### src/rtl/ftfes_pkg.sv
// shared types, constants and register codes of the free extent scanner
`default_nettype none
package ftfes_pkg;

    // fixed field widths
    localparam int BYTE_W     = 8;
    localparam int KIND_W     = 2;
    localparam int COUNT_W    = 28;
    localparam int DATA_W     = 64;
    localparam int BPC_W      = 20;
    localparam int CFG_IDX_W  = 2;

    // default index width and queue depths
    localparam int INDEX_BITS_DEF = 28;
    localparam int MID_DEPTH      = 4;
    localparam int OUT_DEPTH      = 4;

    // entry format codes; any code with the wide bit set reads 32-bit entries
    localparam logic [KIND_W-1:0] KIND_FAT12    = 2'd0;
    localparam logic [KIND_W-1:0] KIND_FAT16    = 2'd1;
    localparam int                KIND_WIDE_BIT = 1;

    // FAT32 entries keep the low 28 bits
    localparam logic [31:0] FAT32_MASK = 32'h0FFF_FFFF;

    // register reset values
    localparam logic [KIND_W-1:0]  RST_FAT_KIND      = KIND_FAT12;
    localparam logic [COUNT_W-1:0] RST_CLUSTER_COUNT = 28'd1;
    localparam logic [DATA_W-1:0]  RST_DATA_START    = 64'd0;
    localparam logic [BPC_W-1:0]   RST_BPC           = 20'd512;

    // register indexes
    typedef enum logic [CFG_IDX_W-1:0] {
        CFG_FAT_KIND          = 2'd0,
        CFG_CLUSTER_COUNT     = 2'd1,
        CFG_DATA_START        = 2'd2,
        CFG_BYTES_PER_CLUSTER = 2'd3
    } t_cfg_idx;

    // configuration as seen by front and back
    typedef struct packed {
        logic [KIND_W-1:0]  fat_kind;
        logic [COUNT_W-1:0] cluster_count;
        logic [DATA_W-1:0]  data_start;
        logic [BPC_W-1:0]   bytes_per_cluster;
    } t_cfg;

    // flags that travel with each request
    typedef struct packed {
        logic has_range;
        logic end_of_table;
    } t_job_flags;

endpackage
`default_nettype wire

### src/rtl/fat_table_free_extent_scanner_core.sv
// top level of the FAT free extent scanner
// Takes one allocation table byte per clock and reports each closed run of free
// clusters as a byte range [start, end) on the device, plus one result flagged
// end_of_table for the last byte. The front assembles FAT12, FAT16 or FAT32
// entries and tracks runs at a sustained rate of one byte per cycle; closed runs
// pass through a four-entry request queue to a two-stage offset unit (multiply by
// cluster size, then add data_start) and a four-entry result queue. push is refused
// only while the request queue is full, which happens only when results are not
// being popped. Configuration must be written while no table byte is in progress.
`default_nettype none
module fat_table_free_extent_scanner_core #(
    parameter int INDEX_BITS = ftfes_pkg::INDEX_BITS_DEF,
    parameter int MID_DEPTH  = ftfes_pkg::MID_DEPTH,
    parameter int OUT_DEPTH  = ftfes_pkg::OUT_DEPTH
) (
    input  wire logic                            i_clk,
    input  wire logic                            i_rst_n,
    input  wire logic                            push,
    output logic                                 full,
    input  wire logic [ftfes_pkg::BYTE_W-1:0]    i_table_byte,
    input  wire logic                            i_last_byte,
    input  wire logic                            i_cfg_valid,
    output logic                                 o_cfg_ready,
    input  wire logic [ftfes_pkg::CFG_IDX_W-1:0] i_cfg_index,
    input  wire logic [ftfes_pkg::DATA_W-1:0]    i_cfg_data,
    output logic                                 empty,
    input  wire logic                            pop,
    output logic      [ftfes_pkg::DATA_W-1:0]    o_range_start,
    output logic      [ftfes_pkg::DATA_W-1:0]    o_range_end,
    output logic                                 o_has_range,
    output logic                                 o_end_of_table
);
    import ftfes_pkg::*;

    localparam int END_W = (INDEX_BITS > COUNT_W) ? INDEX_BITS : COUNT_W;
    localparam int JW    = INDEX_BITS + END_W + $bits(t_job_flags);

    t_cfg                  r_cfg;
    logic                  w_take;
    logic                  w_job_valid;
    logic [INDEX_BITS-1:0] w_job_start;
    logic [END_W-1:0]      w_job_end;
    t_job_flags            w_job_flags;
    logic [JW-1:0]         w_mid_data;
    logic                  w_mid_empty;
    logic                  w_mid_pop;
    logic [$clog2(MID_DEPTH + 1)-1:0] w_mid_count;

    // configuration registers
    assign o_cfg_ready = 1'b1;

    always_ff @(posedge i_clk) begin
        if (!i_rst_n) begin
            r_cfg.fat_kind          <= RST_FAT_KIND;
            r_cfg.cluster_count     <= RST_CLUSTER_COUNT;
            r_cfg.data_start        <= RST_DATA_START;
            r_cfg.bytes_per_cluster <= RST_BPC;
        end else if (i_cfg_valid && o_cfg_ready) begin
            case (t_cfg_idx'(i_cfg_index))
                CFG_FAT_KIND:          r_cfg.fat_kind          <= i_cfg_data[KIND_W-1:0];
                CFG_CLUSTER_COUNT:     r_cfg.cluster_count     <= i_cfg_data[COUNT_W-1:0];
                CFG_DATA_START:        r_cfg.data_start        <= i_cfg_data;
                CFG_BYTES_PER_CLUSTER: r_cfg.bytes_per_cluster <= i_cfg_data[BPC_W-1:0];
                default: begin
                end
            endcase
        end
    end

    // front
    assign w_take = push && !full;

    ftfes_front #(
        .INDEX_BITS (INDEX_BITS)
    ) u_front (
        .i_clk        (i_clk),
        .i_rst_n      (i_rst_n),
        .i_cfg        (r_cfg),
        .i_take       (w_take),
        .i_table_byte (i_table_byte),
        .i_last_byte  (i_last_byte),
        .o_job_valid  (w_job_valid),
        .o_job_start  (w_job_start),
        .o_job_end    (w_job_end),
        .o_job_flags  (w_job_flags)
    );

    // request queue between front and back
    ftfes_queue #(
        .WIDTH (JW),
        .DEPTH (MID_DEPTH)
    ) u_mid_queue (
        .i_clk   (i_clk),
        .i_rst_n (i_rst_n),
        .i_push  (w_job_valid),
        .i_data  ({w_job_start, w_job_end, w_job_flags}),
        .o_full  (full),
        .i_pop   (w_mid_pop),
        .o_data  (w_mid_data),
        .o_empty (w_mid_empty),
        .o_count (w_mid_count)
    );

    // back
    ftfes_back #(
        .INDEX_BITS (INDEX_BITS),
        .OUT_DEPTH  (OUT_DEPTH)
    ) u_back (
        .i_clk          (i_clk),
        .i_rst_n        (i_rst_n),
        .i_cfg          (r_cfg),
        .i_job_empty    (w_mid_empty),
        .i_job_start    (w_mid_data[JW-1 -: INDEX_BITS]),
        .i_job_end      (w_mid_data[JW-INDEX_BITS-1 -: END_W]),
        .i_job_flags    (w_mid_data[$bits(t_job_flags)-1:0]),
        .o_job_pop      (w_mid_pop),
        .o_empty        (empty),
        .i_pop          (pop),
        .o_range_start  (o_range_start),
        .o_range_end    (o_range_end),
        .o_has_range    (o_has_range),
        .o_end_of_table (o_end_of_table)
    );

    a_full_count: assert property (@(posedge i_clk) disable iff (!i_rst_n)
        full |-> (w_mid_count != '0 && !w_mid_empty))
        else $error("request queue full with nothing queued");

endmodule
`default_nettype wire

### src/rtl/ftfes_queue.sv
// small register-based first-in first-out queue
`default_nettype none
module ftfes_queue #(
    parameter int  WIDTH = 8,
    parameter int  DEPTH = ftfes_pkg::MID_DEPTH,
    localparam int AW    = (DEPTH > 1) ? $clog2(DEPTH) : 1,
    localparam int CW    = $clog2(DEPTH + 1)
) (
    input  wire logic             i_clk,
    input  wire logic             i_rst_n,
    input  wire logic             i_push,
    input  wire logic [WIDTH-1:0] i_data,
    output logic                  o_full,
    input  wire logic             i_pop,
    output logic      [WIDTH-1:0] o_data,
    output logic                  o_empty,
    output logic      [CW-1:0]    o_count
);
    logic [WIDTH-1:0] r_mem [DEPTH];
    logic [AW-1:0]    r_wr_ptr, n_wr_ptr;
    logic [AW-1:0]    r_rd_ptr, n_rd_ptr;
    logic [CW-1:0]    r_count,  n_count;
    logic             w_do_push, w_do_pop;

    assign o_full    = (r_count == CW'(DEPTH));
    assign o_empty   = (r_count == '0);
    assign o_count   = r_count;
    assign o_data    = r_mem[r_rd_ptr];
    assign w_do_push = i_push && !o_full;
    assign w_do_pop  = i_pop && !o_empty;

    // pointer and fill count update
    always_comb begin
        n_wr_ptr = r_wr_ptr;
        n_rd_ptr = r_rd_ptr;
        n_count  = r_count;
        if (w_do_push) begin
            n_wr_ptr = (r_wr_ptr == AW'(DEPTH - 1)) ? '0 : r_wr_ptr + 1'b1;
        end
        if (w_do_pop) begin
            n_rd_ptr = (r_rd_ptr == AW'(DEPTH - 1)) ? '0 : r_rd_ptr + 1'b1;
        end
        if (w_do_push && !w_do_pop) begin
            n_count = r_count + 1'b1;
        end else if (w_do_pop && !w_do_push) begin
            n_count = r_count - 1'b1;
        end
    end

    always_ff @(posedge i_clk) begin
        if (!i_rst_n) begin
            r_wr_ptr <= '0;
            r_rd_ptr <= '0;
            r_count  <= '0;
        end else begin
            r_wr_ptr <= n_wr_ptr;
            r_rd_ptr <= n_rd_ptr;
            r_count  <= n_count;
        end
    end

    // storage
    always_ff @(posedge i_clk) begin
        if (w_do_push) begin
            r_mem[r_wr_ptr] <= i_data;
        end
    end

    a_count_bound: assert property (@(posedge i_clk) disable iff (!i_rst_n)
        r_count <= CW'(DEPTH))
        else $error("queue fill count above depth");

    a_pop_empty: assert property (@(posedge i_clk) disable iff (!i_rst_n)
        (i_pop && o_empty && !i_push) |=> (r_count == '0))
        else $error("pop on empty queue changed fill count");

endmodule
`default_nettype wire

### src/rtl/ftfes_front.sv
// front: entry assembly, free run tracking and range requests
`default_nettype none
module ftfes_front #(
    parameter int  INDEX_BITS = ftfes_pkg::INDEX_BITS_DEF,
    localparam int END_W = (INDEX_BITS > ftfes_pkg::COUNT_W) ? INDEX_BITS : ftfes_pkg::COUNT_W
) (
    input  wire logic                        i_clk,
    input  wire logic                        i_rst_n,
    input  wire ftfes_pkg::t_cfg             i_cfg,
    input  wire logic                        i_take,
    input  wire logic [ftfes_pkg::BYTE_W-1:0] i_table_byte,
    input  wire logic                        i_last_byte,
    output logic                             o_job_valid,
    output logic      [INDEX_BITS-1:0]       o_job_start,
    output logic      [END_W-1:0]            o_job_end,
    output ftfes_pkg::t_job_flags            o_job_flags
);
    import ftfes_pkg::*;

    localparam int CN_W  = INDEX_BITS + 1;
    localparam int CMP_W = ((CN_W > COUNT_W) ? CN_W : COUNT_W) + 1;
    localparam logic [CN_W-1:0] CN_MAX = '1;

    logic [1:0]            r_byte_phase, n_byte_phase;
    logic [23:0]           r_held,       n_held;
    logic [CN_W-1:0]       r_cluster,    n_cluster;
    logic                  r_in_run,     n_in_run;
    logic [INDEX_BITS-1:0] r_run_start,  n_run_start;
    logic                  r_reached,    n_reached;

    logic [BYTE_W-1:0] w_prev0;
    logic              w_done;
    logic              w_zero;
    logic              w_emit;
    logic [CMP_W-1:0]  w_idx;
    logic [CMP_W-1:0]  w_cc;
    logic [CMP_W-1:0]  w_seen;
    logic [CMP_W-1:0]  w_end;

    // entry assembly by format
    always_comb begin
        w_prev0      = r_held[7:0];
        w_done       = 1'b0;
        w_zero       = 1'b0;
        n_byte_phase = r_byte_phase;
        if (i_cfg.fat_kind[KIND_WIDE_BIT]) begin
            if (r_byte_phase == 2'd3) begin
                w_done       = 1'b1;
                w_zero       = (({i_table_byte, w_prev0, r_held[15:8], r_held[23:16]}
                                 & FAT32_MASK) == '0);
                n_byte_phase = 2'd0;
            end else begin
                n_byte_phase = r_byte_phase + 2'd1;
            end
        end else if (i_cfg.fat_kind == KIND_FAT16) begin
            if (r_byte_phase[0]) begin
                w_done       = 1'b1;
                w_zero       = ({i_table_byte, w_prev0} == '0);
                n_byte_phase = 2'd0;
            end else begin
                n_byte_phase = 2'd1;
            end
        end else begin
            case (r_byte_phase)
                2'd1: begin
                    w_done       = 1'b1;
                    w_zero       = ({i_table_byte[3:0], w_prev0} == '0);
                    n_byte_phase = 2'd2;
                end
                2'd2: begin
                    w_done       = 1'b1;
                    w_zero       = ({i_table_byte, w_prev0[7:4]} == '0);
                    n_byte_phase = 2'd0;
                end
                default: begin
                    n_byte_phase = 2'd1;
                end
            endcase
        end
        n_held = {r_held[15:0], i_table_byte};
    end

    // run tracking and closing
    always_comb begin
        w_cc        = CMP_W'(i_cfg.cluster_count);
        w_idx       = CMP_W'(r_cluster) - CMP_W'(2);
        n_cluster   = r_cluster;
        n_in_run    = r_in_run;
        n_run_start = r_run_start;
        n_reached   = r_reached;
        w_emit      = 1'b0;
        w_end       = '0;
        w_seen      = '0;
        if (w_done) begin
            if (r_cluster != CN_MAX) begin
                n_cluster = r_cluster + 1'b1;
            end
            if ((r_cluster >= CN_W'(2)) && !r_reached) begin
                if (w_idx < w_cc) begin
                    if (w_zero) begin
                        if (!r_in_run) begin
                            n_run_start = w_idx[INDEX_BITS-1:0];
                            n_in_run    = 1'b1;
                        end
                    end else if (r_in_run) begin
                        w_emit   = 1'b1;
                        w_end    = w_idx;
                        n_in_run = 1'b0;
                    end
                end
                if ((w_idx + CMP_W'(1)) >= w_cc) begin
                    n_reached = 1'b1;
                end
            end
        end
        // an open run closes at the end of the table
        if (i_last_byte && n_in_run) begin
            w_seen = (n_cluster >= CN_W'(2)) ? (CMP_W'(n_cluster) - CMP_W'(2)) : '0;
            w_end  = (w_seen < w_cc) ? w_seen : w_cc;
            if (w_end < CMP_W'(n_run_start)) begin
                w_end = CMP_W'(n_run_start);
            end
            w_emit = 1'b1;
        end
    end

    // request towards the back
    assign o_job_valid              = i_take && (w_emit || i_last_byte);
    assign o_job_start              = n_run_start;
    assign o_job_end                = w_end[END_W-1:0];
    assign o_job_flags.has_range    = w_emit;
    assign o_job_flags.end_of_table = i_last_byte;

    // scan state, cleared after the last byte
    always_ff @(posedge i_clk) begin
        if (!i_rst_n) begin
            r_byte_phase <= '0;
            r_held       <= '0;
            r_cluster    <= '0;
            r_in_run     <= 1'b0;
            r_run_start  <= '0;
            r_reached    <= 1'b0;
        end else if (i_take) begin
            if (i_last_byte) begin
                r_byte_phase <= '0;
                r_held       <= '0;
                r_cluster    <= '0;
                r_in_run     <= 1'b0;
                r_run_start  <= '0;
                r_reached    <= 1'b0;
            end else begin
                r_byte_phase <= n_byte_phase;
                r_held       <= n_held;
                r_cluster    <= n_cluster;
                r_in_run     <= n_in_run;
                r_run_start  <= n_run_start;
                r_reached    <= n_reached;
            end
        end
    end

    a_clear_after_last: assert property (@(posedge i_clk) disable iff (!i_rst_n)
        (i_take && i_last_byte) |=> (r_cluster == '0 && !r_in_run && !r_reached))
        else $error("scan state not cleared after last byte");

endmodule
`default_nettype wire

### src/rtl/ftfes_back.sv
// back: scales run indices to byte offsets and queues the results
`default_nettype none
module ftfes_back #(
    parameter int  INDEX_BITS = ftfes_pkg::INDEX_BITS_DEF,
    parameter int  OUT_DEPTH  = ftfes_pkg::OUT_DEPTH,
    localparam int END_W = (INDEX_BITS > ftfes_pkg::COUNT_W) ? INDEX_BITS : ftfes_pkg::COUNT_W
) (
    input  wire logic                         i_clk,
    input  wire logic                         i_rst_n,
    input  wire ftfes_pkg::t_cfg              i_cfg,
    input  wire logic                         i_job_empty,
    input  wire logic [INDEX_BITS-1:0]        i_job_start,
    input  wire logic [END_W-1:0]             i_job_end,
    input  wire ftfes_pkg::t_job_flags        i_job_flags,
    output logic                              o_job_pop,
    output logic                              o_empty,
    input  wire logic                         i_pop,
    output logic      [ftfes_pkg::DATA_W-1:0] o_range_start,
    output logic      [ftfes_pkg::DATA_W-1:0] o_range_end,
    output logic                              o_has_range,
    output logic                              o_end_of_table
);
    import ftfes_pkg::*;

    localparam int PW   = END_W + BPC_W;
    localparam int OCW  = $clog2(OUT_DEPTH + 1);
    localparam int SUMW = OCW + 1;
    localparam int QW   = 2 * DATA_W + $bits(t_job_flags);

    logic             r_s1_valid;
    t_job_flags       r_s1_flags;
    logic [PW-1:0]    r_s1_prod_start;
    logic [PW-1:0]    r_s1_prod_end;
    logic             r_s2_valid;
    t_job_flags       r_s2_flags;
    logic [DATA_W-1:0] r_s2_start;
    logic [DATA_W-1:0] r_s2_end;

    logic [PW-1:0]    w_prod_start;
    logic [PW-1:0]    w_prod_end;
    logic [OCW-1:0]   w_out_count;
    logic [SUMW-1:0]  w_committed;
    logic             w_out_full;
    logic [QW-1:0]    w_out_data;
    t_job_flags       w_out_flags;

    // issue only when the result queue has room for everything in flight
    assign w_committed = SUMW'(w_out_count) + SUMW'(r_s1_valid) + SUMW'(r_s2_valid);
    assign o_job_pop   = !i_job_empty && (w_committed < SUMW'(OUT_DEPTH));

    // stage one: index times cluster size
    assign w_prod_start = PW'(i_job_start) * PW'(i_cfg.bytes_per_cluster);
    assign w_prod_end   = PW'(i_job_end) * PW'(i_cfg.bytes_per_cluster);

    always_ff @(posedge i_clk) begin
        if (!i_rst_n) begin
            r_s1_valid <= 1'b0;
            r_s2_valid <= 1'b0;
        end else begin
            r_s1_valid <= o_job_pop;
            r_s2_valid <= r_s1_valid;
        end
    end

    always_ff @(posedge i_clk) begin
        r_s1_flags      <= i_job_flags;
        r_s1_prod_start <= w_prod_start;
        r_s1_prod_end   <= w_prod_end;
    end

    // stage two: add the data area offset, zero when no run
    always_ff @(posedge i_clk) begin
        r_s2_flags <= r_s1_flags;
        if (r_s1_flags.has_range) begin
            r_s2_start <= i_cfg.data_start + DATA_W'(r_s1_prod_start);
            r_s2_end   <= i_cfg.data_start + DATA_W'(r_s1_prod_end);
        end else begin
            r_s2_start <= '0;
            r_s2_end   <= '0;
        end
    end

    // result queue
    ftfes_queue #(
        .WIDTH (QW),
        .DEPTH (OUT_DEPTH)
    ) u_out_queue (
        .i_clk   (i_clk),
        .i_rst_n (i_rst_n),
        .i_push  (r_s2_valid),
        .i_data  ({r_s2_start, r_s2_end, r_s2_flags}),
        .o_full  (w_out_full),
        .i_pop   (i_pop),
        .o_data  (w_out_data),
        .o_empty (o_empty),
        .o_count (w_out_count)
    );

    assign o_range_start  = w_out_data[QW-1 -: DATA_W];
    assign o_range_end    = w_out_data[QW-DATA_W-1 -: DATA_W];
    assign w_out_flags    = w_out_data[$bits(t_job_flags)-1:0];
    assign o_has_range    = w_out_flags.has_range;
    assign o_end_of_table = w_out_flags.end_of_table;

    a_no_overflow: assert property (@(posedge i_clk) disable iff (!i_rst_n)
        r_s2_valid |-> !w_out_full)
        else $error("result written into full queue");

endmodule
`default_nettype wire
### config.mk
export PLATFORM = sky130hd
export DESIGN_NAME = fat_table_free_extent_scanner_core
export DESIGN_NICKNAME = d
export VERILOG_FILES = /design/src/rtl/ftfes_pkg.sv /design/src/rtl/fat_table_free_extent_scanner_core.sv /design/src/rtl/ftfes_queue.sv /design/src/rtl/ftfes_front.sv /design/src/rtl/ftfes_back.sv
export SDC_FILE = /design/constraint.sdc
export NUM_CORES = 2
export LEC_CHECK = 0
export ABC_AREA = 0
export BUFFER_PORTS_ARGS = -buffer_cell sky130_fd_sc_hd__buf_2
export CAP_MARGIN = 10
export CORE_ASPECT_RATIO = 1.75
export CORE_UTILIZATION = 50
export DETAILED_ROUTE_END_ITERATION = 12
export GPL_TIMING_DRIVEN = 0
export PLACE_DENSITY = 0.66
export REMOVE_ABC_BUFFERS = 1
export SLEW_MARGIN = 5
export SYNTH_ARGS = -nofsm -noshare
export SYNTH_HDL_FRONTEND = slang
export SYNTH_SLANG_ARGS = --single-unit
### constraint.sdc
create_clock -name i_clk -period 22.5 [get_ports i_clk]
set_input_delay 1.125 -clock i_clk [delete_from_list [all_inputs] [get_ports i_clk]]
set_output_delay 1.125 -clock i_clk [all_outputs]
set_load 0.1 [all_outputs]
* Word level (Yosys, flattened, before mapping)
Memories as Yosys holds them, arrays and structs flattened. A register that Yosys moved wholly into a read port is not among the register bits. Cells that the tools add are included.
Cells by class: add/sub/neg operators 17, magnitude comparators 7, equality and inequality tests 14, shifts and indexed selects 0, mux-type cells 66, div/mod/pow operators 0, reductions and logical operators 41, bitwise logic cells 0, $mul 2
Operator list (count):
- 28-bit 2-to-1 mux | 13
- 64-bit by 48-bit adder with 64-bit output | 2
- 28-bit by 20-bit multiplier with 48-bit output | 2
- 30-bit by 28-bit less-than comparator with 1-bit output | 3
- 29-bit 2-to-1 mux | 3
- 30-bit 2-to-1 mux | 2
- 29-bit by 2-bit subtractor with 30-bit output (second input constant) | 2
- 29-bit by 2-bit greater-or-equal comparator with 1-bit output (second input constant) | 2
- 32-bit logical NOT | 1
- 30-bit by 1-bit adder with 30-bit output (second input constant) | 1
- 30-bit by 28-bit greater-or-equal comparator with 1-bit output | 1
- 29-bit by 1-bit adder with 29-bit output (second input constant) | 1
- 1-bit 2-to-1 mux | 29
- 29-bit != test (second input constant) | 1
- 12-bit logical NOT | 2
- 2-bit 2-to-1 mux | 12
- 24-bit 2-to-1 mux | 1
- 2-bit == test (second input constant) | 8
- 16-bit logical NOT | 1
- 1-bit logical AND | 13
- 3-bit 2-to-1 mux | 4
- 2-bit by 1-bit adder with 2-bit output (second input constant) | 5
- 2-bit nonzero test | 5
- 1-bit logical NOT | 9
- 15 further kinds | 24
Word-level totals: logic and storage cells 175, latch bits 0, input bits 80, register bits 443, output and inout port bits 133, bits in read-only memories 0, bits in writable memories 752, memories 2
Memories:
- u_back.u_out_queue.r_mem | depth 4, bits a word 130, rd ports 1, clocked after memory_dff 1, wr ports 1, RTL line ftfes_queue.sv:19 | logic [WIDTH-1:0] r_mem [DEPTH];
- u_mid_queue.r_mem | depth 4, bits a word 58, rd ports 1, clocked after memory_dff 1, wr ports 1, RTL line ftfes_queue.sv:19

* Depth between registers and ports, before layout
depth in word-level cells 17, gate-level depth with buffers 42, depth with buffers taken out 39

* Cells and area by module
Synthesis repeated with hierarchy kept, for this count alone.
Unflattened totals: cell total of the unflattened synthesis 8406, area total of the unflattened synthesis 91146.2 µm²
Modules (own cells, without submodules):
- ftfes_back | area each 47644.4 µm², seq. area each 4604.4 µm², cells an instance 5463, instances 1
- ftfes_queue (u_back.u_out_queue) | area each 19336.0 µm², seq. area each 15795.1 µm², cells an instance 730, instances 1
- ftfes_front | area each 10881.7 µm², seq. area each 1701.6 µm², cells an instance 1412, instances 1
- ftfes_queue (u_mid_queue) | area each 8867.3 µm², seq. area each 7146.9 µm², cells an instance 354, instances 1
- fat_table_free_extent_scanner_core | area each 4416.7 µm², seq. area each 2282.2 µm², cells an instance 447, instances 1

* Least setup slack after synthesis
OpenSTA, ideal clock, no wires.
kind register to register, from register with a tool-made name, to register u_back.r_s1_prod_end[47], cell stages (with the launch flop) 29, library setup time 0.072 ns, arrival time 8.913 ns, clock period less this slack 8.985 ns, path slack 13.515 ns, data required time 22.428 ns, cells stage by stage dfxtp_1 clkbuf_1 clkbuf_1 buf_1 mux4_2 clkbuf_1 and2_1 fa_1 fa_1 fa_1 inv_1 fa_1 inv_1 fa_1 fa_1 fa_1 ha_1 a21o_1 a21o_1 a221oi_1 o2bb2ai_1 a21oi_1 o21ai_0 a211o_1 a21oi_1 o21ai_0 or4b_2 a31oi_1 xnor2_1
RTL lines:
- end signal, assigned | RTL line ftfes_back.sv:68 | r_s1_prod_end <= w_prod_end;
- end, declared | RTL line ftfes_back.sv:33 | logic [PW-1:0] r_s1_prod_end;

* Worst setup path after layout
from register u_front.r_cluster[0], to memory u_mid_queue.r_mem[3][27] (netlist name), data pin
Between the ends: cells in the longest elaborated chain, start to end 10, elaborated cells between the ends (all ways) 30, those cells by class add/sub: 3; order compare: 5; eq/ne: 1; mux: 19; reduce/logical: 2
Ends and longest elaborated chain:
- start, declared | RTL line ftfes_front.sv:26 | logic [CN_W-1:0] r_cluster, n_cluster;
- start signal, assigned | RTL line ftfes_front.sv:154 | r_cluster <= n_cluster;
- 29-bit by 1-bit adder with 29-bit output or 29-bit != test (tied branches) | RTL line ftfes_front.sv:96, ftfes_front.sv:95
- 29-bit 2-to-1 mux | RTL line ftfes_front.sv:95 | if (r_cluster != CN_MAX) begin
- 29-bit 2-to-1 mux | RTL line ftfes_front.sv:94 | if (w_done) begin
- 29-bit by 2-bit subtractor with 30-bit output or 29-bit by 2-bit greater-or-equal comparator with 1-bit output (tied branches) | RTL line ftfes_front.sv:118 | w_seen = (n_cluster >= CN_W'(2)) ? (CMP_W'(n_cluster) - CMP_W'(2)) : '0;
- 30-bit 2-to-1 mux | RTL line ftfes_front.sv:118
- 30-bit by 28-bit less-than comparator with 1-bit output | RTL line ftfes_front.sv:119 | w_end = (w_seen < w_cc) ? w_seen : w_cc;
- 30-bit 2-to-1 mux | RTL line ftfes_front.sv:119
- 30-bit by 28-bit less-than comparator with 1-bit output | RTL line ftfes_front.sv:120 | if (w_end < CMP_W'(n_run_start)) begin
- 28-bit 2-to-1 mux | RTL line ftfes_front.sv:120
- 28-bit 2-to-1 mux (*) | RTL line ftfes_front.sv:117 | if (i_last_byte && n_in_run) begin
- via u_front.o_job_end[25] | RTL line ftfes_front.sv:15 | output logic [END_W-1:0] o_job_end,
- end, declared | RTL line ftfes_queue.sv:19
The timed path passes the listed nets; every way through them passes the cells marked *.

==> flow_summary_export.csv <==
group,metric,value,unit
worst_setup_path,max_stage_delay,800,ps
die,start_util,50.3,%
global_routing,grt_pass1_vias,63200,
layout,syn2layout_area_growth,8.06,%
global_routing,grt.overflow.total,0,
yosys,postSynthCellCount,8030,
layout,final_cell_mix,"nand2_1 (1190), inv_1 (1045), fa_1 (932)",
place,gp_congestion,0.911,
sta,rsz0062_at_grt,"no",
layout,layout_commonest_cell,"nand2_1",
clock_network,htreeDepth,3,
clock_network,clock_sinks,1199,
sta,min_period,12710,ps
place,place_area,91200,sq um
clock_network,cts-resized-gates,0,
layout,final_nets,9531,
worst_setup_path,crit_fanout,27,
sta,clock_skew,61.1,ps
worst_setup_path,worstPathRequired,23000,ps
place,dp_hpwl,173000,um
sta,period_share,56.5,%
sta,worst_pin_slew,1370,ps
clock_network,cts_buffer_depth,3,
sta,setup_viol,0,
yosys,synth_area,87900,sq um
power_and_ir_drop,powerDensity,98.9,nW/um^2
yosys,synth_enable_flop_cells,752,
die,die_h,557,um
clock_network,cts_tree,"built",
yosys,syn_avg_cell_area,10.9,sq um
sta,max_slew_margin,7.73,%
flow_run,maxCapViolCount,0,
sta,fmax,78.6,MHz
yosys,yosysSeqAreaShare,35.9,%
layout,drive_gt1_share,9.22,%
layout,final_cell_area,95000,sq um
die,ios,213,
clock_network,cts-buffers-inserted,107,
yosys,ys.flop_type,"edfxtp_1",
sta,holdWs,401,ps
detailed_routing,wl,230000,um
min_path,hold_path.class,"reg2reg",
sta,hold_viol_final,0,
clock_network,cts_setup_buffers,0,
worst_setup_path,worstPathArrival,13210,ps
yosys,synth_cell_types,96,
worst_setup_path,critPathSlowestCell,"a21oi_1",
layout,nFillCells,15000,
sta,fin_setup_tns,0,ps
die,core_area,175000,sq um
power_and_ir_drop,p_total,9.40,mW
yosys,ys_ff_latch,1199,
power_and_ir_drop,ir_drop,0.0000910,V
power_and_ir_drop,power.leakage,39.5,nW
detailed_routing,wl_per_cell,22.2,um
die,die_area,178000,sq um
detailed_routing,antenna_left,0,
clock_network,clockRootBuffer,"clkbuf_16",
place,place_ws,9970,ps
detailed_routing,drtIter0Drc,3361,
clock_network,hold_buffers,0,
place,port_buffers,211,
global_routing,antenna_found_initial,13,
clock_network,clkSlewWorstSetupHoldPaths,60,ps
detailed_routing,vias_per_cell,5.72,
global_routing,groute.usage.overall,26.1,%
global_routing,grt_max_degree,130,
die,die_x,319,um
worst_setup_path,critical_path_class,"reg2reg",
sta,setup_ws,9790,ps
worst_setup_path,crit_path_end_kind,"flop",
global_routing,grt_pass1_wl,355000,um
sta,drv_slew,0,
die,rows,203,
clock_network,clk_latency,770,ps
yosys,async_reset_ff_share,0,%
worst_setup_path,startpoint_type,"flop",
detailed_routing,post-route-drc-count,0,
run_status,status,"complete, no violations",
yosys,synth_warnings,0,
detailed_routing,num_vias,59000,
detailed_routing,dr.pass1.iters,7,
## Yosys cell counts (31+ instances only)
cell / number / share of area (%)
mux4_2: 188 / 4.8
a22oi_1: 45 / 0.38
a21oi_1: 223 / 1.3
nand2_1: 1190 / 5.1
fa_1: 932 / 21
nor2_1: 255 / 1.1
o22ai_1: 32 / 0.23
xnor2_1: 173 / 1.7
o21a_1: 52 / 0.44
ha_1: 546 / 7.8
o21ai_0: 141 / 0.80
a21boi_0: 121 / 1.0
and2_1: 415 / 3.0
inv_1: 1045 / 4.5
a211oi_1: 31 / 0.26
nand4_1: 45 / 0.32
mux2_2: 31 / 0.40
and3_1: 54 / 0.38
dfxtp_1: 447 / 10
a21o_1: 127 / 1.1
nor3_1: 74 / 0.42
edfxtp_1: 752 / 26
mux2i_1: 72 / 0.82
clkbuf_1: 359 / 1.5
nand2b_1: 49 / 0.35
xor2_1: 89 / 0.89
nand3_1: 72 / 0.41
nor2b_1: 123 / 0.88
## per-layer routing
metal	GRT usage, %	vias to the layer above	routed length (um)
li1	-	26400	-
met1	27.7	30000	81500
met2	48.8	1882	122000
met3	3.42	707	11800
met4	16.0	6	14600
met5	0	-	40
## power by group
group,internal [mW],switching [mW],total (mW)
clock,1.06,0.846,1.90
sequential,2.64,0.177,2.82
combinational,1.55,3.13,4.68
## cells by family after synthesis
family / synth area share, %
AO/OA/AOI/OAI: 6.97
flip-flops: 35.9
XOR/XNOR: 2.61
multiplexers: 6.06
buffers and inverters: 6.37
AND/OR/NAND/NOR: 13.1
adder cells (fa/ha/maj): 29.0
other: 0.00427
## final timing paths
path,startpoint,cells past startpoint,endpoint,slack (ps)
worst max-delay path,u_front.r_cluster[0],34,u_mid_queue.r_mem[3][27],9790
worst min-delay path,u_back.r_s1_flags[0],0,u_back.r_s2_flags[0],400
worst max register to register,u_front.r_cluster[0],34,u_mid_queue.r_mem[3][27],9790
worst min register to register,u_back.r_s1_flags[0],0,u_back.r_s2_flags[0],400
## sequential cells by signal, summed over array words and instances, names as in the netlist, 3 cells and up, named ones only
name and cells:
u_back.u_out_queue.o_count 3, u_mid_queue.r_mem 232, u_front.r_cluster 29, u_back.r_s2_end 64, u_back.r_s1_prod_end 48, r_cfg 114, u_front.r_run_start 28, u_back.r_s1_prod_start 48
u_mid_queue.o_count 3, u_front.r_held 24, u_back.r_s2_start 64, u_back.u_out_queue.r_mem 520
## through the flow
stage | utilization [%] | cells
global placement | 51.6 | 10100
CTS | 54.3 | 10300
global route | 54.3 | 10300
finish | 54.4 | 10300
floorplan | - | 7611
detailed placement | 52.2 | 10100
## area by class of cell
type / count / area, sq um / area share (%)
flip-flops and latches: 1199 / 31600 / 33.3
diodes: 4 / 10.0 / 0.0105
clock inverters: 55 / 712 / 0.750
well taps: 2255 / 2820 / 2.97
multi-input cells: 5366 / 50900 / 53.6
repair buffers: 253 / 2050 / 2.16
inverters: 1046 / 3930 / 4.14
clock buffers: 149 / 2980 / 3.13
## critical path, delay by kind of cell, from the launching register on
family / cells / cell delay, ps
compound gates: 13 / 4710
simple gates: 12 / 4160
mux: 4 / 1350
fa+ha+maj: 3 / 1080
flops: 1 / 640
buf+inv: 2 / 440
(Power assumes the default switching activity.)
